--- src/rtl/triangle_edge_rasterizer_macros.svh ---
// ----------------------------------------------------------------------------
// Triangle edge rasterizer assertion macros
// Shared concurrent assertion forms used by the rasterizer RTL.
// ----------------------------------------------------------------------------
`ifndef TRIANGLE_EDGE_RASTERIZER_MACROS_SVH
`define TRIANGLE_EDGE_RASTERIZER_MACROS_SVH

// Checks that the consequent holds in the same cycle as the antecedent.
`define TRE_ASSERT_HOLDS(label, clk, rst_n, ante, cons, msg) \
    label: assert property (@(posedge clk) disable iff (!(rst_n)) (ante) |-> (cons)) \
        else $error(msg);

// Checks that the consequent holds in the cycle after the antecedent.
`define TRE_ASSERT_NEXT(label, clk, rst_n, ante, cons, msg) \
    label: assert property (@(posedge clk) disable iff (!(rst_n)) (ante) |=> (cons)) \
        else $error(msg);

`endif

--- src/rtl/tre_pkg.sv ---
// ----------------------------------------------------------------------------
// Triangle edge rasterizer package
// Widths, transaction codes, payload and pipeline types, small helpers.
// ----------------------------------------------------------------------------
package tre_pkg;

    localparam int C_COORD_BITS = 12;
    localparam int C_DELTA_BITS = C_COORD_BITS + 1;
    localparam int C_PROD_BITS  = 2 * C_DELTA_BITS;
    localparam int C_EDGE_BITS  = C_PROD_BITS + 1;
    localparam int C_NUM_EDGES  = 3;

    localparam logic FUNC_LOAD = 1'b0;
    localparam logic FUNC_STEP = 1'b1;

    localparam logic [2:0] KIND_LOAD_OK     = 3'd0;
    localparam logic [2:0] KIND_LOAD_CULLED = 3'd1;
    localparam logic [2:0] KIND_COVERED     = 3'd2;
    localparam logic [2:0] KIND_OUTSIDE     = 3'd3;
    localparam logic [2:0] KIND_IDLE        = 3'd4;

    typedef logic signed [C_COORD_BITS-1:0] t_coord;
    typedef logic signed [C_DELTA_BITS-1:0] t_delta;
    typedef logic signed [C_PROD_BITS-1:0]  t_prod;
    typedef logic signed [C_EDGE_BITS-1:0]  t_edge;

    typedef struct packed {
        logic [7:0] red;
        logic [7:0] green;
        logic [7:0] blue;
    } t_colour;

    typedef struct packed {
        logic       func;
        t_coord     ax;
        t_coord     ay;
        t_coord     bx;
        t_coord     by_coord;
        t_coord     cx;
        t_coord     cy;
        logic [2:0] behind_mask;
        logic [7:0] red_in;
        logic [7:0] green_in;
        logic [7:0] blue_in;
    } t_in_item;

    typedef struct packed {
        logic [2:0] kind;
        t_coord     pixel_x;
        t_coord     pixel_y;
        logic [7:0] red_out;
        logic [7:0] green_out;
        logic [7:0] blue_out;
        logic       last;
    } t_out_item;

    // Setup stage result: box, per-edge slopes and corner offsets.
    typedef struct packed {
        logic                        func;
        logic                        cull;
        t_coord                      min_x;
        t_coord                      max_x;
        t_coord                      min_y;
        t_coord                      max_y;
        t_delta [C_NUM_EDGES-1:0]    ea;
        t_delta [C_NUM_EDGES-1:0]    eb;
        t_delta [C_NUM_EDGES-1:0]    ox;
        t_delta [C_NUM_EDGES-1:0]    oy;
        t_delta                      ac_x;
        t_delta                      ac_y;
        t_colour                     colour;
    } t_setup;

    // Product stage result: partial products of the corner edge values and area.
    typedef struct packed {
        logic                        func;
        logic                        cull;
        t_coord                      min_x;
        t_coord                      max_x;
        t_coord                      min_y;
        t_coord                      max_y;
        t_delta [C_NUM_EDGES-1:0]    ea;
        t_delta [C_NUM_EDGES-1:0]    eb;
        t_prod  [C_NUM_EDGES-1:0]    pa;
        t_prod  [C_NUM_EDGES-1:0]    pb;
        t_prod                       area_a;
        t_prod                       area_b;
        t_colour                     colour;
    } t_prodset;

    function automatic t_coord f_min3(input t_coord a, input t_coord b, input t_coord c);
        t_coord m;
        m = (a < b) ? a : b;
        return (m < c) ? m : c;
    endfunction

    function automatic t_coord f_max3(input t_coord a, input t_coord b, input t_coord c);
        t_coord m;
        m = (a > b) ? a : b;
        return (m > c) ? m : c;
    endfunction

endpackage

--- src/rtl/tre_mult.sv ---
// ----------------------------------------------------------------------------
// Triangle edge rasterizer product stage
// Multiplies slopes by corner offsets for every edge of the triangle and the area term.
// ----------------------------------------------------------------------------
module tre_mult import tre_pkg::*; (
    input  logic     i_clk,
    input  logic     i_rst_n,
    input  logic     i_valid,
    output logic     o_ready,
    input  t_setup   i_setup,
    output logic     o_valid,
    output t_prodset o_prod,
    input  logic     i_ready
);

    // Edge index of the A to B edge, whose function at C is the signed area.
    localparam int C_AREA_EDGE = 2;

    logic     r_valid;
    t_prodset r_prod;
    t_prodset n_prod;

    assign o_ready = !r_valid || i_ready;
    assign o_valid = r_valid;
    assign o_prod  = r_prod;

    always_comb begin
        n_prod        = '0;
        n_prod.func   = i_setup.func;
        n_prod.cull   = i_setup.cull;
        n_prod.min_x  = i_setup.min_x;
        n_prod.max_x  = i_setup.max_x;
        n_prod.min_y  = i_setup.min_y;
        n_prod.max_y  = i_setup.max_y;
        n_prod.ea     = i_setup.ea;
        n_prod.eb     = i_setup.eb;
        n_prod.colour = i_setup.colour;
        for (int k = 0; k < C_NUM_EDGES; k++) begin
            n_prod.pa[k] = t_prod'($signed(i_setup.ea[k])) * t_prod'($signed(i_setup.ox[k]));
            n_prod.pb[k] = t_prod'($signed(i_setup.eb[k])) * t_prod'($signed(i_setup.oy[k]));
        end
        n_prod.area_a = t_prod'($signed(i_setup.ea[C_AREA_EDGE])) * t_prod'(i_setup.ac_x);
        n_prod.area_b = t_prod'($signed(i_setup.eb[C_AREA_EDGE])) * t_prod'(i_setup.ac_y);
    end

    always_ff @(posedge i_clk) begin
        if (!i_rst_n) begin
            r_valid <= 1'b0;
        end else if (o_ready) begin
            r_valid <= i_valid;
        end
    end

    always_ff @(posedge i_clk) begin
        if (o_ready && i_valid) begin
            r_prod <= n_prod;
        end
    end

endmodule

--- config.mk ---
export PLATFORM = sky130hd
export DESIGN_NAME = tre_mult
export DESIGN_NICKNAME = d
export VERILOG_FILES = /design/src/rtl/triangle_edge_rasterizer_macros.svh /design/src/rtl/tre_pkg.sv /design/src/rtl/tre_mult.sv
export SDC_FILE = /design/constraint.sdc
export NUM_CORES = 2
export LEC_CHECK = 0
export BUFFER_PORTS_ARGS = -buffer_cell sky130_fd_sc_hd__buf_2
export CAP_MARGIN = 15
export CORE_MARGIN = 2
export CORE_UTILIZATION = 62
export CTS_CLUSTER_DIAMETER = 120
export CTS_CLUSTER_SIZE = 14
export DETAILED_ROUTE_END_ITERATION = 10
export GPL_TIMING_DRIVEN = 0
export PLACE_DENSITY_LB_ADDON = 0.08
export SLEW_MARGIN = 20
export SYNTH_ARGS = -nofsm -noshare
export SYNTH_HDL_FRONTEND = slang
export SYNTH_SLANG_ARGS = --single-unit
--- constraint.sdc ---
create_clock -name i_clk -period 11.7 [get_ports i_clk]
set_input_delay 1.17 -clock i_clk [delete_from_list [all_inputs] [get_ports i_clk]]
set_output_delay 1.17 -clock i_clk [all_outputs]
set_load 0.02 [all_outputs]
Word level (Yosys, flattened, before mapping)

Index checks and enable logic that the tools add are counted.

Input port bits: 260
Bits in registers: 361
Logic and storage cells: 35
Output and inout port bits: 362

Reduce and logical (&&, ||, !) cells: 3
$mul: 8

Operators with widths:

| kind                | count |
|---|---|
| $mul A13 B13 Y26    | 8 |
| $logic_and A1 B1 Y1 | 1 |
| $logic_not A1 Y1    | 1 |
| $logic_or A1 B1 Y1  | 1 |

Depth between registers and ports, before layout

Word-level depth: 3
Mapped depth: 24

Least setup slack after synthesis

Ideal clock, no wire load.

Kind: input port to flip-flop
From: input i_ready
To: register r_prod (netlist bit o_prod[0]) (enable)
Slack: 1.324 ns
Path buffers: 0
Required time: 10.932 ns
Setup time: 0.768 ns
Stages: 2
Data arrival time: 9.608 ns
Cell sequence: nand2b_1 -> and2_1

Cells in the longest elaborated chain, start to end: 2

Ends and longest elaborated chain:

| what                   | RTL line       | text |
|---|---|---|
| start: declaration     | tre_mult.sv:13 | `input logic i_ready` |
| $logic_or A1 B1 Y1     | tre_mult.sv:23 | `assign o_ready = !r_valid \|\| i_ready;` |
| $logic_and A1 B1 Y1    | tre_mult.sv:55 | `if (o_ready && i_valid) begin` |
| end signal: assignment | tre_mult.sv:56 | `r_prod <= n_prod;` |
| end: declaration       | tre_mult.sv:20 | `t_prodset r_prod;` |

Every way passes these cells.
A chain may end at the register's enable or synchronous reset.

==> impl_metrics.py <==
metrics = {
    "run_status": {
        "status": "complete, no violations",
    },
    "clock_tree": {
        "clk_pin_slew_ps": 60,
        "clk_latency_ps": 600,
        "post_cts_resized": 0,
        "htree_levels": 2,
        "cts_made_buffers": 34,
        "hold_buffers": 0,
        "clock_sinks": 361,
        "cts_tree": "built",
        "clk_path_buf_depth": 3,
        "cts_root_buffer": "clkbuf_16",
        "cts_setup_buffers": 0,
    },
    "timing": {
        "slew_headroom": 0.3606,
        "min_period_over_period": 0.6319,
        "clock.fmax_mhz": 135.3,
        "clock_skew_ps": 10.81,
        "fin_crit_ps": 7393,
        "rsz0062_at_grt": "no",
        "hold_viol_final": 0,
        "setup_violations": 0,
        "tightest_slew_ps": 934.9,
        "final_max_slew_viol_count": 0,
    },
    "critical_path": {
        "max_stage_delay_ps": 840,
        "timing.rr.start": "o_valid",
        "r2r_cells": 6,
        "critPathMaxFanout": 10,
        "crit_type": "primary input to flop",
        "cpMaxStageDelayCell": "fa_1",
        "cpMostUsedCell": "fa_1",
        "cp.required_ps": 12060,
        "r2r-end": "o_prod[186]",
        "critPathCaptureType": "flop",
        "startpoint_type": "primary input",
        "path_cells": "buf_2 > clkbuf_1 > clkbuf_1 > nand2_1 > fa_1 > fa_1 > inv_1 > fa_1 > fa_1 > fa_1 > ha_1 > ha_1 > a21oi_1 > inv_1 > a211oi_1 > nor3_1 > or3_1 > a31o_2 > a21oi_2 > xnor2_1",
        "r2r_slack_ps": 9240,
        "cp_data_arrival_time_ps": 7750,
    },
    "global_route": {
        "grt_pass1_wl_um": 248600,
        "grt-ovfl-total": 0,
        "grt_usage": 0.3136,
        "grt_pass1_vias": 46862,
        "grt_start_max_net_pins": 63,
        "grt_antenna_before_repair": 30,
    },
    "yosys": {
        "synth_cells": 5960,
        "syn_area_sq_um": 61460,
        "synth_top_area_frac": 0.4221,
        "yosys_warnings": 0,
        "synth_ff_type": "edfxtp_1",
        "async_flop_share": 0,
        "synth_commonest_cells": "inv_1, fa_1, nand2_1, and2_1, ha_1",
        "synth-seq-area-share": 0.1762,
        "syn_nets": 8052,
        "ys_ff_latch": 361,
        "synth_edf_count": 360,
        "yosysTopAreaCell": "fa_1",
        "yosysMostFrequentCell": "inv_1",
        "syn_avg_cell_area_sq_um": 10.31,
        "synth_area_leaders": "fa_1, edfxtp_1, ha_1, inv_1, and2_1",
        "synth_cell_types": 60,
    },
    "floorplanning": {
        "dieHeight_um": 318.9,
        "die_w_um": 318.9,
        "die_area_sq_um": 101700,
        "pin_count": 622,
        "num_rows": 115,
        "start_util": 0.6254,
        "core-area_sq_um": 98280,
    },
    "drt": {
        "first_pass_iters": 5,
        "drc": 0,
        "drt_iter0_drc": 2719,
        "totalWireLength_um": 150900,
        "vias": 42828,
        "ant_nets": 0,
        "vias_per_cell": 5.393,
        "wl_per_cell_um": 19.00,
    },
    "worst_hold_path": {
        "hp-start": "o_valid",
        "holdPathStages": 2,
        "hold_class": "flop to flop",
        "hold-path-endpoint": "o_valid",
    },
    "layout": {
        "fin_util": 0.6856,
        "layout.cells.non_filler": 7941,
        "final_nets": 8716,
        "layout-drive-gt1-share": 0.1038,
        "syn2layout_area_growth_pct": 9.627,
    },
    "flow_run": {
        "drv_cap": 0,
    },
    "place": {
        "io_buffer_count": 621,
        "gp_congestion": 0.9401,
        "dp_hpwl_um": 127900,
        "dp.cells": 7875,
    },
}
[flip-flops by register name, summed over array words and instances (netlist names)]
signal	cells
o_prod	360
o_valid	1
[layout make-up]
class	instances	area (sq um)
tap	1287	1610
fill	7833	30900
buffer	204	765.7
multi-input combinational	4008	44660
timing repair buffer	628	3278
inverter	1387	5206
antenna	17	42.54
clock buffer	39	869.6
sequential	361	10830
clock inverter	10	113.9
[metrics by stage]
step           cell area, sq um  hold WS (ps)  setup slack [ps]  setup TNS [ps]
6_report                  67380         599.5              4307               0
4_1_cts                   67330         597.7              4343               0
3_3_place_gp              66180         551.7             -2209         -771500
3_5_place_dp              66350         587.5              3705               0
2_1_floorplan             61460         749.6              1324               0
5_1_grt                   67360         619.7              4022               0
[how the worst max path moves through the flow]
stage	cells after the start	slack (ps)	from	to
after floorplan	2	1320	i_ready	o_prod[0]
after global placement	3	-2210	i_ready	o_prod[242]
after detailed placement	19	3700	i_setup[166]	o_prod[152]
after CTS	19	4340	i_setup[166]	o_prod[152]
after global routing	19	4020	i_setup[166]	o_prod[152]
final	20	4310	i_setup[205]	o_prod[230]
[layout by cell type, fill, tap and decap left out, drive strengths merged, types with 5 or more instances in the layout]
cell type,Yosys,final
nor2b,14,14
a211oi,13,13
and3,9,9
o21a,37,37
a21boi,8,8
diode,0,17
and2,604,604
nand3,18,18
or2,5,5
a31o,6,6
nor2,163,163
clkinv,5,9
o31ai,5,5
ha,536,536
nand2,711,711
xnor2,179,179
fa,1296,1296
clkbuf,204,243
edfxtp,360,360
buf,0,628
xor2,27,27
nor4,5,5
a2111oi,5,5
or3,14,14
a21o,36,36
a21oi,104,104
inv,1382,1387
o21bai,15,15
nor3,28,28
nand2b,45,45
o21ai,67,67
a211o,6,6
a31oi,6,6
[worst max-delay path: cells and delay by family]
kind            cells  cell delay, ps
simple gates        3             790
xor+xnor            1              80
fa+ha+maj           7            3480
compound gates      4             950
buf+inv             5            1270
[metal layers]
layer  up-vias  wire length, um  GRT usage
met4        20             5283     0.1003
met3       315            11720    0.06446
met2      1516            73860     0.5266
met5         -              126          0
li1      19209                -          -
met1     21768            59890     0.4109
[cells by family (layout without fill, tap and decap cells)]
group | Yosys count | after routing | share of synthesized area
fa+ha+maj | 1832 | 1832 | 0.5313
simple gates | 1626 | 1626 | 0.1292
buf+inv | 1591 | 2268 | 0.09717
flops | 361 | 361 | 0.1762
compound gates | 344 | 344 | 0.03681
xor+xnor | 206 | 206 | 0.02936
other cells | 0 | 17 | 0
Power is not shown: default switching activity piles up to over one toggle a cycle in this logic, so the estimate is an artifact.
