[src/rtl/triangle_edge_rasterizer_macros.svh]
// ----------------------------------------------------------------------------
// Triangle edge rasterizer assertion macros
// Shared concurrent assertion forms used by the rasterizer RTL.
// ----------------------------------------------------------------------------
`ifndef TRIANGLE_EDGE_RASTERIZER_MACROS_SVH
`define TRIANGLE_EDGE_RASTERIZER_MACROS_SVH

// Checks that the consequent holds in the same cycle as the antecedent.
`define TRE_ASSERT_HOLDS(label, clk, rst_n, ante, cons, msg) \
    label: assert property (@(posedge clk) disable iff (!(rst_n)) (ante) |-> (cons)) \
        else $error(msg);

// Checks that the consequent holds in the cycle after the antecedent.
`define TRE_ASSERT_NEXT(label, clk, rst_n, ante, cons, msg) \
    label: assert property (@(posedge clk) disable iff (!(rst_n)) (ante) |=> (cons)) \
        else $error(msg);

`endif

[src/rtl/tre_pkg.sv]
// ----------------------------------------------------------------------------
// Triangle edge rasterizer package
// Widths, transaction codes, payload and pipeline types, small helpers.
// ----------------------------------------------------------------------------
package tre_pkg;

    localparam int C_COORD_BITS = 12;
    localparam int C_DELTA_BITS = C_COORD_BITS + 1;
    localparam int C_PROD_BITS  = 2 * C_DELTA_BITS;
    localparam int C_EDGE_BITS  = C_PROD_BITS + 1;
    localparam int C_NUM_EDGES  = 3;

    localparam logic FUNC_LOAD = 1'b0;
    localparam logic FUNC_STEP = 1'b1;

    localparam logic [2:0] KIND_LOAD_OK     = 3'd0;
    localparam logic [2:0] KIND_LOAD_CULLED = 3'd1;
    localparam logic [2:0] KIND_COVERED     = 3'd2;
    localparam logic [2:0] KIND_OUTSIDE     = 3'd3;
    localparam logic [2:0] KIND_IDLE        = 3'd4;

    typedef logic signed [C_COORD_BITS-1:0] t_coord;
    typedef logic signed [C_DELTA_BITS-1:0] t_delta;
    typedef logic signed [C_PROD_BITS-1:0]  t_prod;
    typedef logic signed [C_EDGE_BITS-1:0]  t_edge;

    typedef struct packed {
        logic [7:0] red;
        logic [7:0] green;
        logic [7:0] blue;
    } t_colour;

    typedef struct packed {
        logic       func;
        t_coord     ax;
        t_coord     ay;
        t_coord     bx;
        t_coord     by_coord;
        t_coord     cx;
        t_coord     cy;
        logic [2:0] behind_mask;
        logic [7:0] red_in;
        logic [7:0] green_in;
        logic [7:0] blue_in;
    } t_in_item;

    typedef struct packed {
        logic [2:0] kind;
        t_coord     pixel_x;
        t_coord     pixel_y;
        logic [7:0] red_out;
        logic [7:0] green_out;
        logic [7:0] blue_out;
        logic       last;
    } t_out_item;

    // Setup stage result: box, per-edge slopes and corner offsets.
    typedef struct packed {
        logic                        func;
        logic                        cull;
        t_coord                      min_x;
        t_coord                      max_x;
        t_coord                      min_y;
        t_coord                      max_y;
        t_delta [C_NUM_EDGES-1:0]    ea;
        t_delta [C_NUM_EDGES-1:0]    eb;
        t_delta [C_NUM_EDGES-1:0]    ox;
        t_delta [C_NUM_EDGES-1:0]    oy;
        t_delta                      ac_x;
        t_delta                      ac_y;
        t_colour                     colour;
    } t_setup;

    // Product stage result: partial products of the corner edge values and area.
    typedef struct packed {
        logic                        func;
        logic                        cull;
        t_coord                      min_x;
        t_coord                      max_x;
        t_coord                      min_y;
        t_coord                      max_y;
        t_delta [C_NUM_EDGES-1:0]    ea;
        t_delta [C_NUM_EDGES-1:0]    eb;
        t_prod  [C_NUM_EDGES-1:0]    pa;
        t_prod  [C_NUM_EDGES-1:0]    pb;
        t_prod                       area_a;
        t_prod                       area_b;
        t_colour                     colour;
    } t_prodset;

    function automatic t_coord f_min3(input t_coord a, input t_coord b, input t_coord c);
        t_coord m;
        m = (a < b) ? a : b;
        return (m < c) ? m : c;
    endfunction

    function automatic t_coord f_max3(input t_coord a, input t_coord b, input t_coord c);
        t_coord m;
        m = (a > b) ? a : b;
        return (m > c) ? m : c;
    endfunction

endpackage

[src/rtl/tre_core.sv]
// ----------------------------------------------------------------------------
// Triangle edge rasterizer scan core
// Holds the triangle state, walks the box and drives the result register.
// ----------------------------------------------------------------------------
`include "triangle_edge_rasterizer_macros.svh"

module tre_core import tre_pkg::*; (
    input  logic      i_clk,
    input  logic      i_rst_n,
    input  logic      i_valid,
    output logic      o_ready,
    input  t_prodset  i_prod,
    output logic      o_valid,
    output t_out_item o_item,
    input  logic      i_ready
);

    logic      r_valid;
    t_out_item r_out;
    t_out_item n_out;

    logic    r_active;
    logic    n_active;
    t_coord  r_cur_x, n_cur_x;
    t_coord  r_cur_y, n_cur_y;
    t_coord  r_min_x, n_min_x;
    t_coord  r_max_x, n_max_x;
    t_coord  r_max_y, n_max_y;
    t_colour r_colour, n_colour;
    t_edge   r_e_cur [C_NUM_EDGES];
    t_edge   n_e_cur [C_NUM_EDGES];
    t_edge   r_e_row [C_NUM_EDGES];
    t_edge   n_e_row [C_NUM_EDGES];
    t_delta  r_ea [C_NUM_EDGES];
    t_delta  n_ea [C_NUM_EDGES];
    t_delta  r_eb [C_NUM_EDGES];
    t_delta  n_eb [C_NUM_EDGES];

    logic w_fire;
    logic w_inside;
    logic w_end_row;
    logic w_fin;

    assign o_ready = !r_valid || i_ready;
    assign o_valid = r_valid;
    assign o_item  = r_out;
    assign w_fire  = i_valid && o_ready;

    always_comb begin
        w_inside = 1'b1;
        for (int k = 0; k < C_NUM_EDGES; k++) begin
            w_inside = w_inside && (r_e_cur[k][C_EDGE_BITS-1] || (r_e_cur[k] == '0));
        end
        w_end_row = (r_cur_x >= r_max_x);
        w_fin     = w_end_row && (r_cur_y >= r_max_y);
    end

    always_comb begin
        t_edge area;
        t_edge e_load [C_NUM_EDGES];
        area = t_edge'($signed(i_prod.area_a)) + t_edge'($signed(i_prod.area_b));
        for (int k = 0; k < C_NUM_EDGES; k++) begin
            e_load[k] = t_edge'($signed(i_prod.pa[k])) + t_edge'($signed(i_prod.pb[k]));
        end
        n_out    = '0;
        n_active = r_active;
        n_cur_x  = r_cur_x;
        n_cur_y  = r_cur_y;
        n_min_x  = r_min_x;
        n_max_x  = r_max_x;
        n_max_y  = r_max_y;
        n_colour = r_colour;
        n_e_cur  = r_e_cur;
        n_e_row  = r_e_row;
        n_ea     = r_ea;
        n_eb     = r_eb;
        if (i_prod.func == FUNC_LOAD) begin
            if (i_prod.cull || !area[C_EDGE_BITS-1]) begin
                n_out.kind = KIND_LOAD_CULLED;
                n_active   = 1'b0;
            end else begin
                n_out.kind = KIND_LOAD_OK;
                n_active   = 1'b1;
                n_cur_x    = i_prod.min_x;
                n_cur_y    = i_prod.min_y;
                n_min_x    = i_prod.min_x;
                n_max_x    = i_prod.max_x;
                n_max_y    = i_prod.max_y;
                n_colour   = i_prod.colour;
                for (int k = 0; k < C_NUM_EDGES; k++) begin
                    n_e_cur[k] = e_load[k];
                    n_e_row[k] = e_load[k];
                    n_ea[k]    = $signed(i_prod.ea[k]);
                    n_eb[k]    = $signed(i_prod.eb[k]);
                end
            end
        end else if (!r_active) begin
            n_out.kind = KIND_IDLE;
        end else begin
            n_out.kind      = w_inside ? KIND_COVERED : KIND_OUTSIDE;
            n_out.pixel_x   = r_cur_x;
            n_out.pixel_y   = r_cur_y;
            n_out.red_out   = r_colour.red;
            n_out.green_out = r_colour.green;
            n_out.blue_out  = r_colour.blue;
            n_out.last      = w_fin;
            if (w_fin) begin
                n_active = 1'b0;
            end else if (w_end_row) begin
                n_cur_x = r_min_x;
                n_cur_y = r_cur_y + t_coord'(1);
                for (int k = 0; k < C_NUM_EDGES; k++) begin
                    n_e_row[k] = r_e_row[k] + t_edge'(r_eb[k]);
                    n_e_cur[k] = r_e_row[k] + t_edge'(r_eb[k]);
                end
            end else begin
                n_cur_x = r_cur_x + t_coord'(1);
                for (int k = 0; k < C_NUM_EDGES; k++) begin
                    n_e_cur[k] = r_e_cur[k] + t_edge'(r_ea[k]);
                end
            end
        end
    end

    always_ff @(posedge i_clk) begin
        if (!i_rst_n) begin
            r_valid  <= 1'b0;
            r_active <= 1'b0;
        end else begin
            if (o_ready) begin
                r_valid <= i_valid;
            end
            if (w_fire) begin
                r_active <= n_active;
            end
        end
    end

    always_ff @(posedge i_clk) begin
        if (w_fire) begin
            r_out    <= n_out;
            r_cur_x  <= n_cur_x;
            r_cur_y  <= n_cur_y;
            r_min_x  <= n_min_x;
            r_max_x  <= n_max_x;
            r_max_y  <= n_max_y;
            r_colour <= n_colour;
            r_e_cur  <= n_e_cur;
            r_e_row  <= n_e_row;
            r_ea     <= n_ea;
            r_eb     <= n_eb;
        end
    end

    `TRE_ASSERT_HOLDS(a_cursor_in_box, i_clk, i_rst_n, r_active, (r_cur_x >= r_min_x) && (r_cur_x <= r_max_x) && (r_cur_y <= r_max_y), "scan cursor is outside the bounding box")
    `TRE_ASSERT_HOLDS(a_last_on_pixel, i_clk, i_rst_n, o_valid && o_item.last, (o_item.kind == KIND_COVERED) || (o_item.kind == KIND_OUTSIDE), "last flag on a result that is not a pixel")
    `TRE_ASSERT_NEXT(a_fin_clears_active, i_clk, i_rst_n, w_fire && (i_prod.func == FUNC_STEP) && r_active && w_fin, !r_active && o_valid && o_item.last, "final pixel did not end the box")
    `TRE_ASSERT_NEXT(a_load_sets_active, i_clk, i_rst_n, w_fire && (i_prod.func == FUNC_LOAD), o_valid && (r_active == (o_item.kind == KIND_LOAD_OK)) && ((o_item.kind == KIND_LOAD_OK) || (o_item.kind == KIND_LOAD_CULLED)), "load result and active flag disagree")

endmodule

[config.mk]
export PLATFORM = sky130hd
export DESIGN_NAME = tre_core
export DESIGN_NICKNAME = d
export VERILOG_FILES = /design/src/rtl/tre_pkg.sv /design/src/rtl/tre_core.sv
export VERILOG_INCLUDE_DIRS = /design/src /design/src/rtl
export SDC_FILE = /design/constraint.sdc
export NUM_CORES = 1
export LEC_CHECK = 0
export ABC_AREA = 1
export CAP_MARGIN = 0
export CORE_ASPECT_RATIO = 0.75
export CORE_UTILIZATION = 41
export CTS_BUF_LIST = sky130_fd_sc_hd__clkbuf_2
export CTS_CLUSTER_SIZE = 16
export DETAILED_ROUTE_END_ITERATION = 12
export DONT_BUFFER_PORTS = 1
export GPL_TIMING_DRIVEN = 0
export PLACE_DENSITY = 0.58
export SYNTH_ARGS = -nofsm -noshare
export SYNTH_HDL_FRONTEND = slang
export SYNTH_SLANG_ARGS = --single-unit
[constraint.sdc]
create_clock -name i_clk -period 7.4 [get_ports i_clk]
set_clock_uncertainty 0.2 [all_clocks]
set_input_delay 0.74 -clock i_clk [delete_from_list [all_inputs] [get_ports i_clk]]
set_output_delay 0.74 -clock i_clk [all_outputs]
set_load 0.05 [all_outputs]
# After elaboration in Yosys (flattened, before gate mapping)
# Cells that the tools add are included.
op_classes:
  muxes: 27
  bitwise_logic: 2
  magnitude_cmp: 2
  reduce_logical: 18
  eq_ne: 4
  add_sub_neg: 12
ops:
  columns: ["operator", "count"]
  rows:
  - ["$mux W81", 9]
  - ["$add A27 B13 Y27", 6]
  - ["$mux W12", 10]
  - ["$add A26 B26 Y27", 4]
  - ["$logic_not A27 Y1", 3]
  - ["$add A12 B2 Y12 const B", 2]
  - ["$ge A12 B12 Y1", 2]
  - ["$mux W1", 6]
  - ["$mux W3", 2]
  - ["$logic_or A1 B1 Y1", 5]
  - ["$reduce_and A5 Y1", 1]
  - ["$logic_and A1 B1 Y1", 4]
  - ["$ne A2 B1 Y1 const B", 2]
  - ["$ne A2 B2 Y1 const B", 2]
  - ["$reduce_and A4 Y1", 1]
  - ["$reduce_and A3 Y1", 1]
  - ["$logic_not A1 Y1", 2]
  - ["$not A1 Y1", 2]
  - ["$reduce_and A2 Y1", 1]
word_totals:
  word_cells: 94
  out_inout_bits: 54
  input_bits: 364
  regBits: 378

# Depth between registers and ports, before layout
logic_depth:
  depth_word: 7
  depth_mapped: 16
  ltp_nobuf: 15

# Worst setup path after synthesis
# OpenSTA, ideal clock, no wires.
synth_timing:
  path_kind: "input-to-reg"
  start: "input port i_prod[49] in the netlist's numbering"
  end: "register r_cur_y[0] (enable)"
  t_arrival_ns: 5.708
  setup_time_ns: 0.545
  cell_stages: 11
  slack_ns: 0.947
  n_path_buf: 0
  required_time_ns: 6.655
  path_cell_list: "ha_1 -> nand2_1 -> nor2_1 -> nand4_1 -> nor2_1 -> nand2_1 -> nand3_1 -> nand3_1 -> nand2_1 -> nand3_1 -> nor2_1"
synth_via:
  elab_chain_cells: 5
synth_lines:
  columns: ["element", "line", "text"]
  rows:
  - ["start, declared", "tre_core.sv:12", "input t_prodset i_prod,"]
  - ["$add A26 B26 Y27", "tre_core.sv:61", "area = t_edge'($signed(i_prod.area_a)) + t_edge'($signed(i_prod.area_b));"]
  - ["$logic_not A1 Y1", "tre_core.sv:78", "if (i_prod.cull || !area[C_EDGE_BITS-1]) begin"]
  - ["$logic_or A1 B1 Y1", "tre_core.sv:78", null]
  - ["$ne A2 B2 Y1 (no line)", null, null]
  - ["$reduce_and A5 Y1 (no line)", null, null]
  - ["end signal, assigned", "tre_core.sv:143", "r_cur_y <= n_cur_y;"]
  - ["end, declared", "tre_core.sv:25", "t_coord r_cur_y, n_cur_y;"]
# No other way between the ends.
# A chain may end at the register's enable or synchronous reset.

# Worst setup path after layout
layout_timing:
  start: "register r_cur_x[9]"
  end: "register r_e_row[63] in the netlist's numbering (enable)"
layout_via:
  elab_chain_cells: 4
  word_cells_on_any_way: 5
  classes_between: "order compare (1); eq/ne (2); reduce/logical (2)"
layout_lines:
  columns: ["element", "line", "text"]
  rows:
  - ["start, declared", "tre_core.sv:24", "t_coord r_cur_x, n_cur_x;"]
  - ["start signal, assigned", "tre_core.sv:142", "r_cur_x <= n_cur_x;"]
  - ["$ge A12 B12 Y1 (*)", "tre_core.sv:54", "w_end_row = (r_cur_x >= r_max_x);"]
  - ["$logic_and A1 B1 Y1", "tre_core.sv:55", "w_fin = w_end_row && (r_cur_y >= r_max_y);"]
  - ["$ne A2 B2 Y1 (no line)", null, null]
  - ["$reduce_and A5 Y1 (no line) (*)", null, null]
  - ["end signal, assigned", "tre_core.sv:149", "r_e_row <= n_e_row;"]
  - ["end, declared", "tre_core.sv:32", "t_edge r_e_row [C_NUM_EDGES];"]
# Mark *: on every way between the ends. The rest lies on a longest branch, timed or not.

==> impl_metrics.json <==
{
  "period_share_pct": 54.0,
  "top_level_ports": 418,
  "cpPeakStageDelay_ns": 0.49,
  "detail-route-antenna-nets": 0,
  "timing.hold.ws_ns": 0.103,
  "first_iter_violations": 2987,
  "stdcell_count": 5544,
  "worst-endpoint-arrival_ns": 4.65,
  "vdd_ir_drop_max_uv": 92.0,
  "die-width_um": 314,
  "grt_setup_unrepaired": "no",
  "hp-class": "input port to flip-flop",
  "total_leakage_power_nw": 16.3,
  "synth_top_cell_by_area": "sky130_fd_sc_hd__edfxtp_1",
  "tightestPinTransition_ns": 1.44,
  "setup_viol": 0,
  "area.growth.synth_to_final_pct": 22.8,
  "grt.met1_usage_pct": 44.5,
  "yosysUniqueCellTypes": 40,
  "die_height_um": 236,
  "critical_path.slowest_cell": "sky130_fd_sc_hd__edfxtp_1",
  "max_freq_ghz": 0.250,
  "globalRouteTotalUtil_pct": 31.8,
  "synth_top_area_share_pct": 37.7,
  "grt_pass1_vias": 29800,
  "finalHoldViolations": 0,
  "worst_skew_pair.late_latency_ns": 1.26,
  "crit_chain": "ha_1 -> a21oi_1 -> nor2_1 -> nor2_1 -> nand3_1 -> nand2_1 -> nand3_4 -> buf_4 -> nand3_1 -> nand3_1 -> nor2_4 -> buf_12 -> buf_12 -> buf_12",
  "worst-endpoint-required_ns": 8.06,
  "largest_fanout_of_any_net_on_the_critical_path": 30,
  "synth_most_common_cell": "sky130_fd_sc_hd__nand2_1",
  "clk_transition_reported_paths_ns": 0.10,
  "gp_routability_congestion": 0.998,
  "design_area_um2": 36800,
  "post-dp-hpwl_mm": 92.5,
  "postRouteWirelength_mm": 120,
  "grtUsageMet3_pct": 6.37,
  "synth_flop_cell": "sky130_fd_sc_hd__edfxtp_1",
  "synth_enable_flop_cells": 376,
  "die-area_um2": 74200,
  "drt_pass1_iterations": 8,
  "num_clock_sinks": 378,
  "rows": 85,
  "postLayoutSetupSlackWorst_ns": 3.41,
  "power_per_cell_area_nw_per_um2": 166,
  "timing.setup.tns_ns": 0,
  "clock_tree.root_cell": "sky130_fd_sc_hd__clkbuf_2",
  "post_synthesis_async_set_or_reset_flop_share_pct": 0,
  "min_period_ns": 3.99,
  "cts_htree_levels": 3,
  "num_vias": 30800,
  "layout-drive-gt1-share_pct": 4.69,
  "path_class": "flip-flop to flip-flop",
  "grt_overflow": 0,
  "outcome": "completed",
  "dp_cells": 4907,
  "syn_nets": 4602,
  "cts_tree": "done",
  "netlist_top_cells_area": "sky130_fd_sc_hd__edfxtp_1 (38%), sky130_fd_sc_hd__nand2_1 (14%), sky130_fd_sc_hd__ha_1 (12%)",
  "grt_pass1_wl_mm": 177,
  "max_cap_viol_count": 0,
  "antenna_found_initial": 10,
  "wire_per_inst_um": 21.7,
  "grt_util_met2_pct": 48.5,
  "total_power_mw": 6.09,
  "initial_core_util_pct": 41.6,
  "grt_busiest_layer": "met2",
  "ys_seq_area_share_pct": 37.8,
  "path_buf_inv": 4,
  "pre_cts_ws_ns": 2.85,
  "synth_top_cells_by_count": "sky130_fd_sc_hd__nand2_1 (1094), sky130_fd_sc_hd__inv_1 (400), sky130_fd_sc_hd__nor2_1 (392), sky130_fd_sc_hd__edfxtp_1 (376), sky130_fd_sc_hd__a21oi_1 (338)",
  "avgViaCountPerCell": 5.55,
  "cts_setup_buffers": 0,
  "cts_buffers": 100,
  "design.final.nets": 5162,
  "cts.path.max_buffers": 3,
  "slew-limit-headroom_pct": 4.27,
  "synth.yosys.warnings": 0,
  "avgSynthCellArea_um2": 7.60,
  "finalMaxSlewViolations": 0,
  "postSynthCellCount": 3944,
  "drc": 0,
  "pin_count_of_the_biggest_net_entering_global_routing": 73,
  "worstSetupEndpointType": "flip-flop",
  "path_delay_family": "simple AND/OR/NAND/NOR gates",
  "element_type_at_the_critical_path_start": "flip-flop",
  "ys_seq_elements": 378,
  "place.port_buffers": 0,
  "core-area_um2": 72000,
  "mappedNetlistArea_um2": 30000,
  "layout.core_utilization_pct": 51.1,
  "placement.cell_area_um2": 31300
}
## per-layer routing
metal	wire (µm)	share of wire, %
met5	23	0.019
met3	10800	8.9
met2	51900	43
met1	53200	44
met4	4300	3.6
## layout by cell type (no fill, tap or decap), types with 25 or more instances in the layout
cell type	netlist	layout
sky130_fd_sc_hd__clkbuf_2	0	143
sky130_fd_sc_hd__a21oi_1	338	338
sky130_fd_sc_hd__edfxtp_1	376	376
sky130_fd_sc_hd__nor2_1	392	391
sky130_fd_sc_hd__o21bai_1	25	25
sky130_fd_sc_hd__nand3_1	318	318
sky130_fd_sc_hd__nor3_1	58	58
sky130_fd_sc_hd__inv_1	400	397
sky130_fd_sc_hd__ha_1	285	285
sky130_fd_sc_hd__xnor2_1	50	50
sky130_fd_sc_hd__nand4_1	89	89
sky130_fd_sc_hd__xor2_1	55	55
sky130_fd_sc_hd__nand2_1	1094	1094
sky130_fd_sc_hd__o21ai_0	242	242
sky130_fd_sc_hd__dlygate4sd3_1	0	452
## where the power goes
| group | switching, mW | internal (mW) |
|---|---|---|
| sequential | 0.114 | 2.50 |
| clock | 1.02 | 0.635 |
| combinational | 1.17 | 0.659 |
## final timing paths
path           startpoint  slack (ns)  cells after the start           to
max            r_cur_x[9]        3.41                     14  r_e_row[63]
min           i_prod[156]        0.10                      5  r_e_row[56]
min reg2reg  r_colour[16]        0.29                      2   o_item[17]
max reg2reg    r_cur_x[9]        3.41                     14  r_e_row[63]
## kinds of logic after synthesis
| family | Yosys count | synth area share (%) |
|---|---|---|
| simple gates | 2027 | 28.5 |
| compound gates | 690 | 12.3 |
| buf+inv | 450 | 5.79 |
| flops | 378 | 37.8 |
| fa+ha+maj | 294 | 12.5 |
| xor+xnor | 105 | 3.07 |
## worst min-delay path, stage by stage
cell                     delay (ns)
sky130_fd_sc_hd__ha_1          0.24
sky130_fd_sc_hd__nor2_1        0.06
sky130_fd_sc_hd__nor2_1        0.18
sky130_fd_sc_hd__nor2_1        0.09
sky130_fd_sc_hd__inv_1         0.05
## sequential cells by signal, summed over array words and instances (netlist names)
signal    cells
r_eb         39
r_e_cur      81
r_colour     24
r_cur_x      12
r_min_x      12
o_valid       1
r_e_row      81
r_ea         39
r_cur_y      12
r_max_x      12
r_active      1
r_max_y      12
o_item       52
## cell type report
type | instances | area (µm²)
clock buffer | 143 | 716
inverter | 404 | 1520
timing repair buffer | 458 | 4660
clock inverter | 35 | 243
sequential | 378 | 11300
buffer | 46 | 218
tap | 957 | 1200
fill | 7079 | 35200
antenna | 7 | 17.5
multi-input combinational | 3116 | 16900
## timing repair
action | CTS | global route
hold buffers | 452 | 0
setup endpoints to repair | 0 | 0
gates resized for setup | 0 | 0
hold endpoints to repair | 356 | 0
No activity file was read; power rests on OpenSTA's default activity.
