**config.mk**
```make
export PLATFORM = sky130hd
export DESIGN_NAME = tre_setup
export DESIGN_NICKNAME = d
export VERILOG_FILES = /design/src/rtl/triangle_edge_rasterizer_macros.svh /design/src/rtl/tre_pkg.sv /design/src/rtl/tre_setup.sv
export SDC_FILE = /design/constraint.sdc
export NUM_CORES = 1
export LEC_CHECK = 0
export ABC_CLOCK_PERIOD_IN_PS = 8650
export BUFFER_PORTS_ARGS = -buffer_cell sky130_fd_sc_hd__clkbuf_2
export CORE_AREA = 10 10 144 278
export DETAILED_ROUTE_END_ITERATION = 12
export DIE_AREA = 0 0 154 288
export GPL_TIMING_DRIVEN = 1
export PLACE_DENSITY = 0.7
export SLEW_MARGIN = 0
export SYNTH_ARGS = -nofsm -noshare
export SYNTH_HDL_FRONTEND = slang
export SYNTH_SLANG_ARGS = --single-unit
```
**constraint.sdc**
```tcl
create_clock -name i_clk -period 8.65 [get_ports i_clk]
set_clock_uncertainty 0.15 [all_clocks]
set_input_delay 0.865 -clock i_clk [delete_from_list [all_inputs] [get_ports i_clk]]
set_output_delay 0.865 -clock i_clk [all_outputs]
set_load 0.01 [all_outputs]
```
**src/rtl/triangle_edge_rasterizer_macros.svh**
```systemverilog
// ----------------------------------------------------------------------------
// Triangle edge rasterizer assertion macros
// Shared concurrent assertion forms used by the rasterizer RTL.
// ----------------------------------------------------------------------------
`ifndef TRIANGLE_EDGE_RASTERIZER_MACROS_SVH
`define TRIANGLE_EDGE_RASTERIZER_MACROS_SVH

// Checks that the consequent holds in the same cycle as the antecedent.
`define TRE_ASSERT_HOLDS(label, clk, rst_n, ante, cons, msg) \
    label: assert property (@(posedge clk) disable iff (!(rst_n)) (ante) |-> (cons)) \
        else $error(msg);

// Checks that the consequent holds in the cycle after the antecedent.
`define TRE_ASSERT_NEXT(label, clk, rst_n, ante, cons, msg) \
    label: assert property (@(posedge clk) disable iff (!(rst_n)) (ante) |=> (cons)) \
        else $error(msg);

`endif

```
**src/rtl/tre_pkg.sv**
```systemverilog
// ----------------------------------------------------------------------------
// Triangle edge rasterizer package
// Widths, transaction codes, payload and pipeline types, small helpers.
// ----------------------------------------------------------------------------
package tre_pkg;

    localparam int C_COORD_BITS = 12;
    localparam int C_DELTA_BITS = C_COORD_BITS + 1;
    localparam int C_PROD_BITS  = 2 * C_DELTA_BITS;
    localparam int C_EDGE_BITS  = C_PROD_BITS + 1;
    localparam int C_NUM_EDGES  = 3;

    localparam logic FUNC_LOAD = 1'b0;
    localparam logic FUNC_STEP = 1'b1;

    localparam logic [2:0] KIND_LOAD_OK     = 3'd0;
    localparam logic [2:0] KIND_LOAD_CULLED = 3'd1;
    localparam logic [2:0] KIND_COVERED     = 3'd2;
    localparam logic [2:0] KIND_OUTSIDE     = 3'd3;
    localparam logic [2:0] KIND_IDLE        = 3'd4;

    typedef logic signed [C_COORD_BITS-1:0] t_coord;
    typedef logic signed [C_DELTA_BITS-1:0] t_delta;
    typedef logic signed [C_PROD_BITS-1:0]  t_prod;
    typedef logic signed [C_EDGE_BITS-1:0]  t_edge;

    typedef struct packed {
        logic [7:0] red;
        logic [7:0] green;
        logic [7:0] blue;
    } t_colour;

    typedef struct packed {
        logic       func;
        t_coord     ax;
        t_coord     ay;
        t_coord     bx;
        t_coord     by_coord;
        t_coord     cx;
        t_coord     cy;
        logic [2:0] behind_mask;
        logic [7:0] red_in;
        logic [7:0] green_in;
        logic [7:0] blue_in;
    } t_in_item;

    typedef struct packed {
        logic [2:0] kind;
        t_coord     pixel_x;
        t_coord     pixel_y;
        logic [7:0] red_out;
        logic [7:0] green_out;
        logic [7:0] blue_out;
        logic       last;
    } t_out_item;

    // Setup stage result: box, per-edge slopes and corner offsets.
    typedef struct packed {
        logic                        func;
        logic                        cull;
        t_coord                      min_x;
        t_coord                      max_x;
        t_coord                      min_y;
        t_coord                      max_y;
        t_delta [C_NUM_EDGES-1:0]    ea;
        t_delta [C_NUM_EDGES-1:0]    eb;
        t_delta [C_NUM_EDGES-1:0]    ox;
        t_delta [C_NUM_EDGES-1:0]    oy;
        t_delta                      ac_x;
        t_delta                      ac_y;
        t_colour                     colour;
    } t_setup;

    // Product stage result: partial products of the corner edge values and area.
    typedef struct packed {
        logic                        func;
        logic                        cull;
        t_coord                      min_x;
        t_coord                      max_x;
        t_coord                      min_y;
        t_coord                      max_y;
        t_delta [C_NUM_EDGES-1:0]    ea;
        t_delta [C_NUM_EDGES-1:0]    eb;
        t_prod  [C_NUM_EDGES-1:0]    pa;
        t_prod  [C_NUM_EDGES-1:0]    pb;
        t_prod                       area_a;
        t_prod                       area_b;
        t_colour                     colour;
    } t_prodset;

    function automatic t_coord f_min3(input t_coord a, input t_coord b, input t_coord c);
        t_coord m;
        m = (a < b) ? a : b;
        return (m < c) ? m : c;
    endfunction

    function automatic t_coord f_max3(input t_coord a, input t_coord b, input t_coord c);
        t_coord m;
        m = (a > b) ? a : b;
        return (m > c) ? m : c;
    endfunction

endpackage

```
**src/rtl/tre_setup.sv**
```systemverilog
// ----------------------------------------------------------------------------
// Triangle edge rasterizer setup stage
// Bounding box, edge slopes and offsets of the box corner from each edge start.
// ----------------------------------------------------------------------------
module tre_setup import tre_pkg::*; (
    input  logic     i_clk,
    input  logic     i_rst_n,
    input  logic     i_valid,
    output logic     o_ready,
    input  t_in_item i_item,
    output logic     o_valid,
    output t_setup   o_setup,
    input  logic     i_ready
);

    // Edge k runs from vertex C_EDGE_FROM[k] to vertex C_EDGE_TO[k].
    localparam int C_EDGE_FROM [C_NUM_EDGES] = '{1, 2, 0};
    localparam int C_EDGE_TO   [C_NUM_EDGES] = '{2, 0, 1};

    logic   r_valid;
    t_setup r_setup;
    t_setup n_setup;

    assign o_ready = !r_valid || i_ready;
    assign o_valid = r_valid;
    assign o_setup = r_setup;

    always_comb begin
        t_coord vx [C_NUM_EDGES];
        t_coord vy [C_NUM_EDGES];
        t_coord min_x;
        t_coord min_y;
        vx[0] = i_item.ax;
        vx[1] = i_item.bx;
        vx[2] = i_item.cx;
        vy[0] = i_item.ay;
        vy[1] = i_item.by_coord;
        vy[2] = i_item.cy;
        min_x = f_min3(vx[0], vx[1], vx[2]);
        min_y = f_min3(vy[0], vy[1], vy[2]);
        n_setup        = '0;
        n_setup.func   = i_item.func;
        n_setup.cull   = |i_item.behind_mask;
        n_setup.min_x  = min_x;
        n_setup.max_x  = f_max3(vx[0], vx[1], vx[2]);
        n_setup.min_y  = min_y;
        n_setup.max_y  = f_max3(vy[0], vy[1], vy[2]);
        for (int k = 0; k < C_NUM_EDGES; k++) begin
            n_setup.ea[k] = t_delta'(vy[C_EDGE_FROM[k]]) - t_delta'(vy[C_EDGE_TO[k]]);
            n_setup.eb[k] = t_delta'(vx[C_EDGE_TO[k]]) - t_delta'(vx[C_EDGE_FROM[k]]);
            n_setup.ox[k] = t_delta'(min_x) - t_delta'(vx[C_EDGE_FROM[k]]);
            n_setup.oy[k] = t_delta'(min_y) - t_delta'(vy[C_EDGE_FROM[k]]);
        end
        n_setup.ac_x   = t_delta'(i_item.cx) - t_delta'(i_item.ax);
        n_setup.ac_y   = t_delta'(i_item.cy) - t_delta'(i_item.ay);
        n_setup.colour = '{red: i_item.red_in, green: i_item.green_in, blue: i_item.blue_in};
    end

    always_ff @(posedge i_clk) begin
        if (!i_rst_n) begin
            r_valid <= 1'b0;
        end else if (o_ready) begin
            r_valid <= i_valid;
        end
    end

    always_ff @(posedge i_clk) begin
        if (o_ready && i_valid) begin
            r_setup <= n_setup;
        end
    end

endmodule

```
== Word level (Yosys, flattened, before mapping) ==
Index checks and enable logic that the tools add are counted.

* Memory bits (writable): 0
* Register bits: 244
* Bits in read-only memories: 0
* Memories: 0
* Bits of input ports: 104
* Latch bits: 0

* Shift-type cells: 0
* Mux-type cells: 8
* $add $sub $neg: 13
* $mul: 0
* Divide/modulo/power cells: 0
* Equal/unequal tests: 0
* Reduce and logical (&&, ||, !) cells: 4
* Order comparisons: 8
* Bitwise gates (word level): 0

{| class="wikitable"
|+ Operator list
! operator !! number
|-
| $sub A12 B12 Y13 || 13
|-
| $mux W12 || 8
|-
| $gt A12 B12 Y1 || 4
|-
| $lt A12 B12 Y1 || 4
|-
| $reduce_or A3 Y1 || 1
|-
| $logic_and A1 B1 Y1 || 1
|-
| $logic_not A1 Y1 || 1
|-
| $logic_or A1 B1 Y1 || 1
|}

== Logic depth before layout (Yosys ltp) ==
Gate-level depths: netlist of run 1.

* Depth in word-level cells: 5
* Depth in mapped cells: 28
* Mapped depth without buffers: 26

== Worst setup path after synthesis of run 1 ==
OpenSTA, ideal clock, no wires.

* Kind: in2reg
* Start: in i_ready
* End: reg r_setup, in the netlist o_setup[0] (enable)
* Arrival: 6.584 ns
* Required time: 7.866 ns
* Setup slack: 1.282 ns
* Cell stages on the path: 2
* Setup time: 0.634 ns
* Cell sequence: nand2b_1 > and2_1

* Longest elaborated chain between the ends: 2

{| class="wikitable"
|+ Ends and longest elaborated chain
! item !! RTL line !! source
|-
| start, declared || tre_setup.sv:13 || <nowiki>input logic i_ready</nowiki>
|-
| $logic_or A1 B1 Y1 || tre_setup.sv:24 || <nowiki>assign o_ready = !r_valid || i_ready;</nowiki>
|-
| $logic_and A1 B1 Y1 || tre_setup.sv:68 || <nowiki>if (o_ready && i_valid) begin</nowiki>
|-
| end signal, assigned || tre_setup.sv:69 || <nowiki>r_setup <= n_setup;</nowiki>
|-
| end, declared || tre_setup.sv:21 || <nowiki>t_setup r_setup;</nowiki>
|}

No other way between the ends.
A chain may end at the register's enable or synchronous reset.

==> results.md, run 1 <==
* Switching share of power at 0.351
* RSZ-0062 raised after global routing: no
* Max-Cap Viols at 0
* Gate power share at 0.374
* Gr ovfl total at 0
* Arrival time at the worst endpoint at 7600 ps
* Fin Setup TNS at 0 ps
* Area added between synthesis and finish at 18.6%
* CTS max path bufs at 3
* Final period utilization at 0.861
* Largest net degree at the start of global routing at between 70 and 80
* Async SR Flop Fraction at 0
* Row count at 98
* Cell internal pwr at 2.87 mW
* Avg Vias per Cell at 5.68
* DP HPWL at 47.5 mm
* Final Non-Filler Cells at 2305
* Initial Util at 0.461
* Detailed-route DRC error count at 0
* Area occupied by multi-input gates at 0.00852 mm^2
* Worst slew pin tran at 1280 ps
* Average wire per standard cell at 24.8 um
* DRT iter0 DRCs at ~690
* Sequential power share at 0.374
* Post-route cell area at 0.0195 mm^2
* Multiplexer share of the synthesized area at 0.0525
* Hold Vio Cnt, Final at 0
* Die Wd at 154 um
* CP Max Fanout at 10
* Post-synthesis compound-gate area fraction at 0.126
* EDFF count, synth at 242
* Setup WS pre-CTS at 743 ps
* H-tree levels at 1
* Cell variety after synth at 74
* Synth Area in Adders at 0.169
* Final nets at around 2200
* VDD IR max at 0.196 mV
* Antenna cells at 0
* Die height at 288 um
* Crit end category: flop
* CP max stage cell: nor2b_2
* CTS sink count at 243
* Cts bufs inserted at 24
* Flops & latches, synth at 243
* Startpoint Class: input port
* Worst slew margin at 0.144
* Antenna viol nets, final at 0
* Tot GR Track Use at 0.247
* Post-DP Area at 0.0187 mm^2
* TritonCTS clock tree: yes
* Seq/Total Area, Yosys at 0.443
* Post-CTS sizing at 0
* Synth Net Count at 1791
* # fillers at 3123
* PnR worst setup slack at 1200 ps
* Post-Synthesis Cells at 1472
* Routed wire length at 57.1 mm
* Layout cells sized above 1 at 0.255
* Core area at 0.0357 mm^2
* Post-CTS setup buffer count at 0
* Num ports at 362
* Synth Cell Area at around 0.016 mm^2
* Storage cell area at 0.00729 mm^2
* Critical Path Max Stage Delay at approximately 600 ps
* First-pass GRT wire length at 83.4 mm
* Mean Syn Cell Area at 11.2 um^2
* Clk slew on worst S/H paths at 70 ps
* Clock Tree Root: clkbuf_16
* Vias in the first global route at 13900
* Share of power burned in the clock network at 0.253
* Hold crit path type: in -> reg
* WP data required at 8800 ps
* PD cells at 226 mW/mm^2
* Die area at roughly 0.044 mm^2
* Status: finished, final reports clean
* Port Buffers at 361
* TritonRoute pass-1 iters at 6
* Setup CP Type: in -> reg
* Worst-Skew Late Latency at 530 ps
* Psw at between 1.5 and 2 mW
* Initial antenna violation count at 0
* Tmin final at 7450 ps
* CTS Hold Bufs at 0
* Most common cell type on the critical path: ha_1
* Fmax achieved at 134 MHz
* XOR/XNOR Fraction of Synth Area at 0.0585
* Cells after DPL at 2261
* Syn. warnings at 0
* GP Congestion at 0.999
* Final setup vio count at 0
* Vias at 13100
* LEAKAGE at ~8.8 nW
* Synth Area in Simple Gates at 0.111
* Largest family of logic cells by synthesized area: adder cells
* Max-slew violation count at 0
* Hold slack at 347 ps
* Main synth FF type: edfxtp_1
cell type report:
type / count / area share
well taps: 450 / 0.0289
multi-input cells: 1078 / 0.436
repair buffers: 370 / 0.0960
flip-flops and latches: 243 / 0.373
inverters: 120 / 0.0231
clock inverters: 17 / 0.00968
clock buffers: 27 / 0.0324
power by group through the flow:
stage	combinational [mW]	sequential (mW)	clock [mW]
floorplan	0.950	1.77	0
global placement	1.61	1.68	0
CTS	1.65	1.65	1.13
detailed placement	1.64	1.68	0
global route	1.79	1.67	1.18
finish	1.65	1.65	1.11
kinds of logic after synthesis:
group	after synthesis
flip-flops	243
adder cells (fa/ha/maj)	215
multiplexers	76
buffers and inverters	151
AO/OA/AOI/OAI	313
XOR/XNOR	110
AND/OR/NAND/NOR	364
flip-flops by register name (all words and copies together), names as in the netlist:
signal and cells:
o_valid 1, o_setup 242
Yosys cell counts (3+ instances only):
| cell | instances | area [um^2] |
|---|---|---|
| edfxtp_1 | 242 | 7270 |
| ha_1 | 202 | 2530 |
| inv_1 | 120 | 450 |
| nor2_1 | 89 | 334 |
| xnor2_1 | 87 | 762 |
| nand2_1 | 81 | 304 |
| o21ai_0 | 81 | 405 |
| a21oi_1 | 76 | 380 |
| nor3_1 | 45 | 225 |
| nor2b_1 | 41 | 257 |
| mux2i_1 | 29 | 290 |
| a21o_1 | 27 | 203 |
| mux2_2 | 26 | 293 |
| nand3_1 | 24 | 120 |
| xor2_1 | 23 | 201 |
| nand2b_1 | 22 | 138 |
| nand4_1 | 22 | 138 |
| o21a_1 | 20 | 150 |
| a211oi_1 | 18 | 135 |
| buf_4 | 14 | 105 |
| fa_1 | 13 | 260 |
| mux2_4 | 12 | 180 |
| o31ai_1 | 12 | 90.1 |
| a41o_1 | 10 | 100 |
| mux2_1 | 9 | 101 |
| or3_1 | 9 | 56.3 |
| a21boi_0 | 7 | 52.6 |
| clkbuf_1 | 7 | 26.3 |
| or4b_2 | 7 | 70.1 |
| o31a_1 | 6 | 52.6 |
| a31o_2 | 5 | 43.8 |
| a31oi_1 | 5 | 31.3 |
| o211ai_1 | 5 | 37.5 |
| a2111oi_0 | 4 | 35.0 |
| and3_1 | 4 | 25.0 |
| buf_2 | 4 | 20.0 |
| buf_6 | 4 | 45.0 |
| o41ai_1 | 4 | 35.0 |
| or2_2 | 4 | 25.0 |
| a21boi_1 | 3 | 22.5 |
| and4_1 | 3 | 26.3 |
| nor4b_1 | 3 | 26.3 |
| o311ai_0 | 3 | 26.3 |
cell usage in the layout (no fill, tap or decap), types with 10 or more instances in the layout:
master	instances
a21o_1	27
mux2_4	12
inv_1	120
o21a_1	20
nand3_1	24
o21ai_0	80
nand2_1	81
clkbuf_16	25
a211oi_1	18
ha_1	202
fa_1	13
nor3_1	45
a21oi_1	76
xor2_1	23
clkbuf_2	361
nor2b_1	41
mux2_2	26
nand4_1	22
xnor2_1	87
nand2b_1	22
edfxtp_1	242
mux2i_1	29
a41o_1	10
o31ai_1	12
nor2_1	89
critical path: cells and delay by family:
kind / cells / cell delay, ps
AO/OA/AOI/OAI: 10 / 2570
adder cells (fa/ha/maj): 3 / 1040
buffers and inverters: 4 / 780
multiplexers: 2 / 680
AND/OR/NAND/NOR: 6 / 1650
routing by layer:
layer | GRT usage | up-vias | wire length, um
met5 | 0 | - | 0
met4 | 0.188 | 0 | 4800
met3 | 0.0466 | 187 | 3210
met2 | 0.492 | 524 | 32200
met1 | 0.204 | 6214 | 16900
li1 | - | 6177 | -
path summary, 6_finish.rpt:
kind,start,slack (ps),depth (start not counted),end
min,i_item[19],350,1,o_setup[19]
max,i_item[96],1200,25,o_setup[101]
max reg2reg,o_valid,6370,3,o_setup[132]
min reg2reg,o_valid,410,2,o_valid
through the flow:
step           utilization  power, mW
2_1_floorplan            -       2.72
3_3_place_gp         0.524       3.29
3_5_place_dp         0.524       3.32
4_1_cts              0.547       4.44
5_1_grt              0.547       4.63
6_report             0.547       4.41
(Power assumes the default switching activity.)
==> run 2, diff against run 1 <==
--- a/config.mk
+++ b/config.mk
@@ -8,6 +8,7 @@
 export ABC_CLOCK_PERIOD_IN_PS = 8650
 export BUFFER_PORTS_ARGS = -buffer_cell sky130_fd_sc_hd__clkbuf_2
 export CORE_AREA = 10 10 144 278
+export CTS_BUF_LIST = sky130_fd_sc_hd__clkbuf_2 sky130_fd_sc_hd__clkbuf_4 sky130_fd_sc_hd__clkbuf_8
 export DETAILED_ROUTE_END_ITERATION = 12
 export DIE_AREA = 0 0 154 288
 export GPL_TIMING_DRIVEN = 1
==> run 2 against run 1 <==
Compared with the run above:
- register-to-register slack hardly changed
- worst setup slack better by 34 ps
- global-route usage is 0.25 points higher
- die area stayed put
- hold slack worse by 9.3 ps
- count of clock-buffer cells in the layout is 22 higher
- core utilization is 0.26 points lower
- routed wire length is 0.42% higher
- final cell count is 0.95% higher
- sequential share of layout area is 0.18 points higher
- critical endpoint unchanged
- largest cell class unchanged
- largest power group unchanged
==> results.md, run 2 (synthesized netlist as in run 1, its figures left out) <==
* LEAKAGE at 8.76 nW (was 8.78 nW)
* Average wire per standard cell at 24.7 um (was 24.8 um)
* CTS Hold Bufs at 0 (unchanged)
* Final period utilization at 0.858 (was 0.861)
* VDD IR max at 0.157 mV (was 0.196 mV)
* RSZ-0062 raised after global routing: no (unchanged)
* PnR worst setup slack at 1230 ps (was 1200 ps)
* Launch point of the worst path: i_item[96] (unchanged)
* Tot GR Track Use at 0.250 (was 0.247)
* CTS max path bufs at 3 (unchanged)
* H-tree levels at 2 (was 1)
* Post-CTS sizing at 0 (unchanged)
* GP Congestion at 0.999 (unchanged)
* Port Buffers at 361 (unchanged)
* Final nets at 2170 (was 2156)
* CP endpoint: o_setup[101] (unchanged)
* Area added between synthesis and finish at 18.0% (was 18.6%)
* Routed wire length at 57.4 mm (was 57.1 mm)
* Commonest non-fill, non-tap cells in the layout: clkbuf_2 (361), edfxtp_1 (242), ha_1 (202) (unchanged)
* R2R Path End: o_setup[177] (was o_setup[132])
* Initial antenna violation count at 1 (was 0)
* Crit end category: flop (unchanged)
* Die area at 0.0444 mm^2 (unchanged)
* Vias in the first global route at 14000 (was 13900)
* Worst r2r src: o_valid (unchanged)
* Num ports at 362 (unchanged)
* Critical Path Max Stage Delay at 590 ps (was 600 ps)
* Row count at 98 (unchanged)
* Leading cell type in the layout, fill and taps excluded: clkbuf_2 (unchanged)
* Vias at 13200 (was 13100)
* Antenna viol nets, final at 0 (unchanged)
* Routing usage on met2 at 0.489 (was 0.492)
* Startpoint Class: input port (unchanged)
* Worst-Skew Late Latency at 530 ps (about the same)
* Reg-to-reg slack, setup at 6360 ps (was 6370 ps)
* PD cells at 220 mW/mm^2 (was 226 mW/mm^2)
* Setup WS pre-CTS at 743 ps (unchanged)
* CP delay by family, top: compound AO/OA/AOI/OAI gates (unchanged)
* Most common cell type on the critical path: ha_1 (unchanged)
* Worst slew pin tran at 1220 ps (was 1280 ps)
* WP buf/inv at 4 (unchanged)
* Cts bufs inserted at 38 (was 24)
* TritonCTS clock tree: yes (unchanged)
* GRT met3 Usage at 0.0529 (was 0.0466)
* DP HPWL at 47.5 mm (unchanged)
* Core area at 0.0357 mm^2 (unchanged)
* First-pass GRT wire length at 84.0 mm (was 83.4 mm)
* Arrival time at the worst endpoint at 7590 ps (was 7600 ps)
* Critical path depth in cells at 25 (unchanged)
* Tmin final at 7420 ps (was 7450 ps)
* Status: finished, final reports clean (unchanged)
* Largest net degree at the start of global routing at 79 (unchanged)
* TritonRoute pass-1 iters at 5 (was 6)
* Layout cells sized above 1 at 0.263 (was 0.255)
* R2R cell count at 3 (unchanged)
* CP Max Fanout at 10 (unchanged)
* Hold Vio Cnt, Final at 0 (unchanged)
* Max-Cap Viols at 0 (unchanged)
* CP max stage cell: nor2b_2 (unchanged)
* Die height at 288 um (unchanged)
* CTS sink count at 243 (unchanged)
* Clk slew on worst S/H paths at 70 ps (about the same)
* Max FFs per register at 242 (unchanged)
* Clock Tree Root: clkbuf_8 (was clkbuf_16)
* Gr ovfl total at 0 (unchanged)
* Fmax achieved at 135 MHz (was 134 MHz)
* Setup CP Type: in -> reg (unchanged)
* Detailed-route DRC error count at 0 (unchanged)
* Max-slew violation count at 0 (unchanged)
* WP data required at 8820 ps (was 8800 ps)
* Layer with the highest usage: met2 (unchanged)
* Die Wd at 154 um (unchanged)
* Hold crit path type: in -> reg (unchanged)
* Grt met1 use at 0.204 (about the same)
* Post-CTS setup buffer count at 0 (unchanged)
* Initial Util at 0.461 (unchanged)
* Fin Setup TNS at 0 ps (unchanged)
* Final setup vio count at 0 (unchanged)
* Worst slew margin at 0.183 (was 0.144)
* DRT iter0 DRCs at 687 (was 694)
* Avg Vias per Cell at 5.67 (was 5.68)
run 2: cell count changes in the layout (fill, tap and decap cells not counted), sizes merged:
| cell | before | now |
|---|---|---|
| bufinv | 3 | 1 |
| clkbuf | 388 | 410 |
| clkinv | 9 | 13 |
| diode | 0 | 1 |
| inv | 123 | 120 |
run 2: worst reg2reg max path: cells and delay by family, from the launching register on:
kind          cells  cell delay [ps]
buf+inv           1              820
simple gates      2              530
flops             1              310
run 2: how the worst min path moves through the flow:
| stage | start | endpoint | cells after the start |
|---|---|---|---|
| final | i_item[7] | o_setup[7] | 1 |
| after global routing | i_item[99] | o_setup[255] | 1 |
| after CTS | i_item[99] | o_setup[255] | 1 |
| after detailed placement | o_valid | o_valid | 2 |
| after global placement | o_valid | o_valid | 2 |
| after floorplan | o_valid | o_valid | 2 |
run 2: final cells by class:
class | count | area, um^2
fillers | 3145 | 16300
inverters | 120 | 450
repair buffers | 370 | 1870
clock buffers | 49 | 624
flip-flops and latches | 243 | 7290
well taps | 450 | 563
diodes | 1 | 2.50
multi-input cells | 1078 | 8520
clock inverters | 16 | 101
run 2: metal layers:
| metal | share of wire | vias to the layer above |
|---|---|---|
| met1 | 0.29 | 6220 |
| met3 | 0.061 | 210 |
| met2 | 0.56 | 554 |
| met4 | 0.090 | 0 |
| li1 | - | 6221 |
| met5 | 0 | - |
run 2: report_power, final:
part / internal, mW / leakage, nW / switching (mW)
clock network: 0.501 / 0.380 / 0.476
logic: 0.658 / 6.04 / 0.987
registers: 1.58 / 2.35 / 0.0671
run 2: through the flow:
stage	utilization	cells	power, mW	hold slack [ps]	area (um^2)
after floorplan	-	1472	2.72	460	16500
after global placement	0.524	2261	3.29	382	18700
after detailed placement	0.524	2261	3.32	402	18700
after CTS	0.544	2326	4.31	289	19400
after global routing	0.544	2327	4.51	304	19400
final	0.544	2327	4.27	337	19400
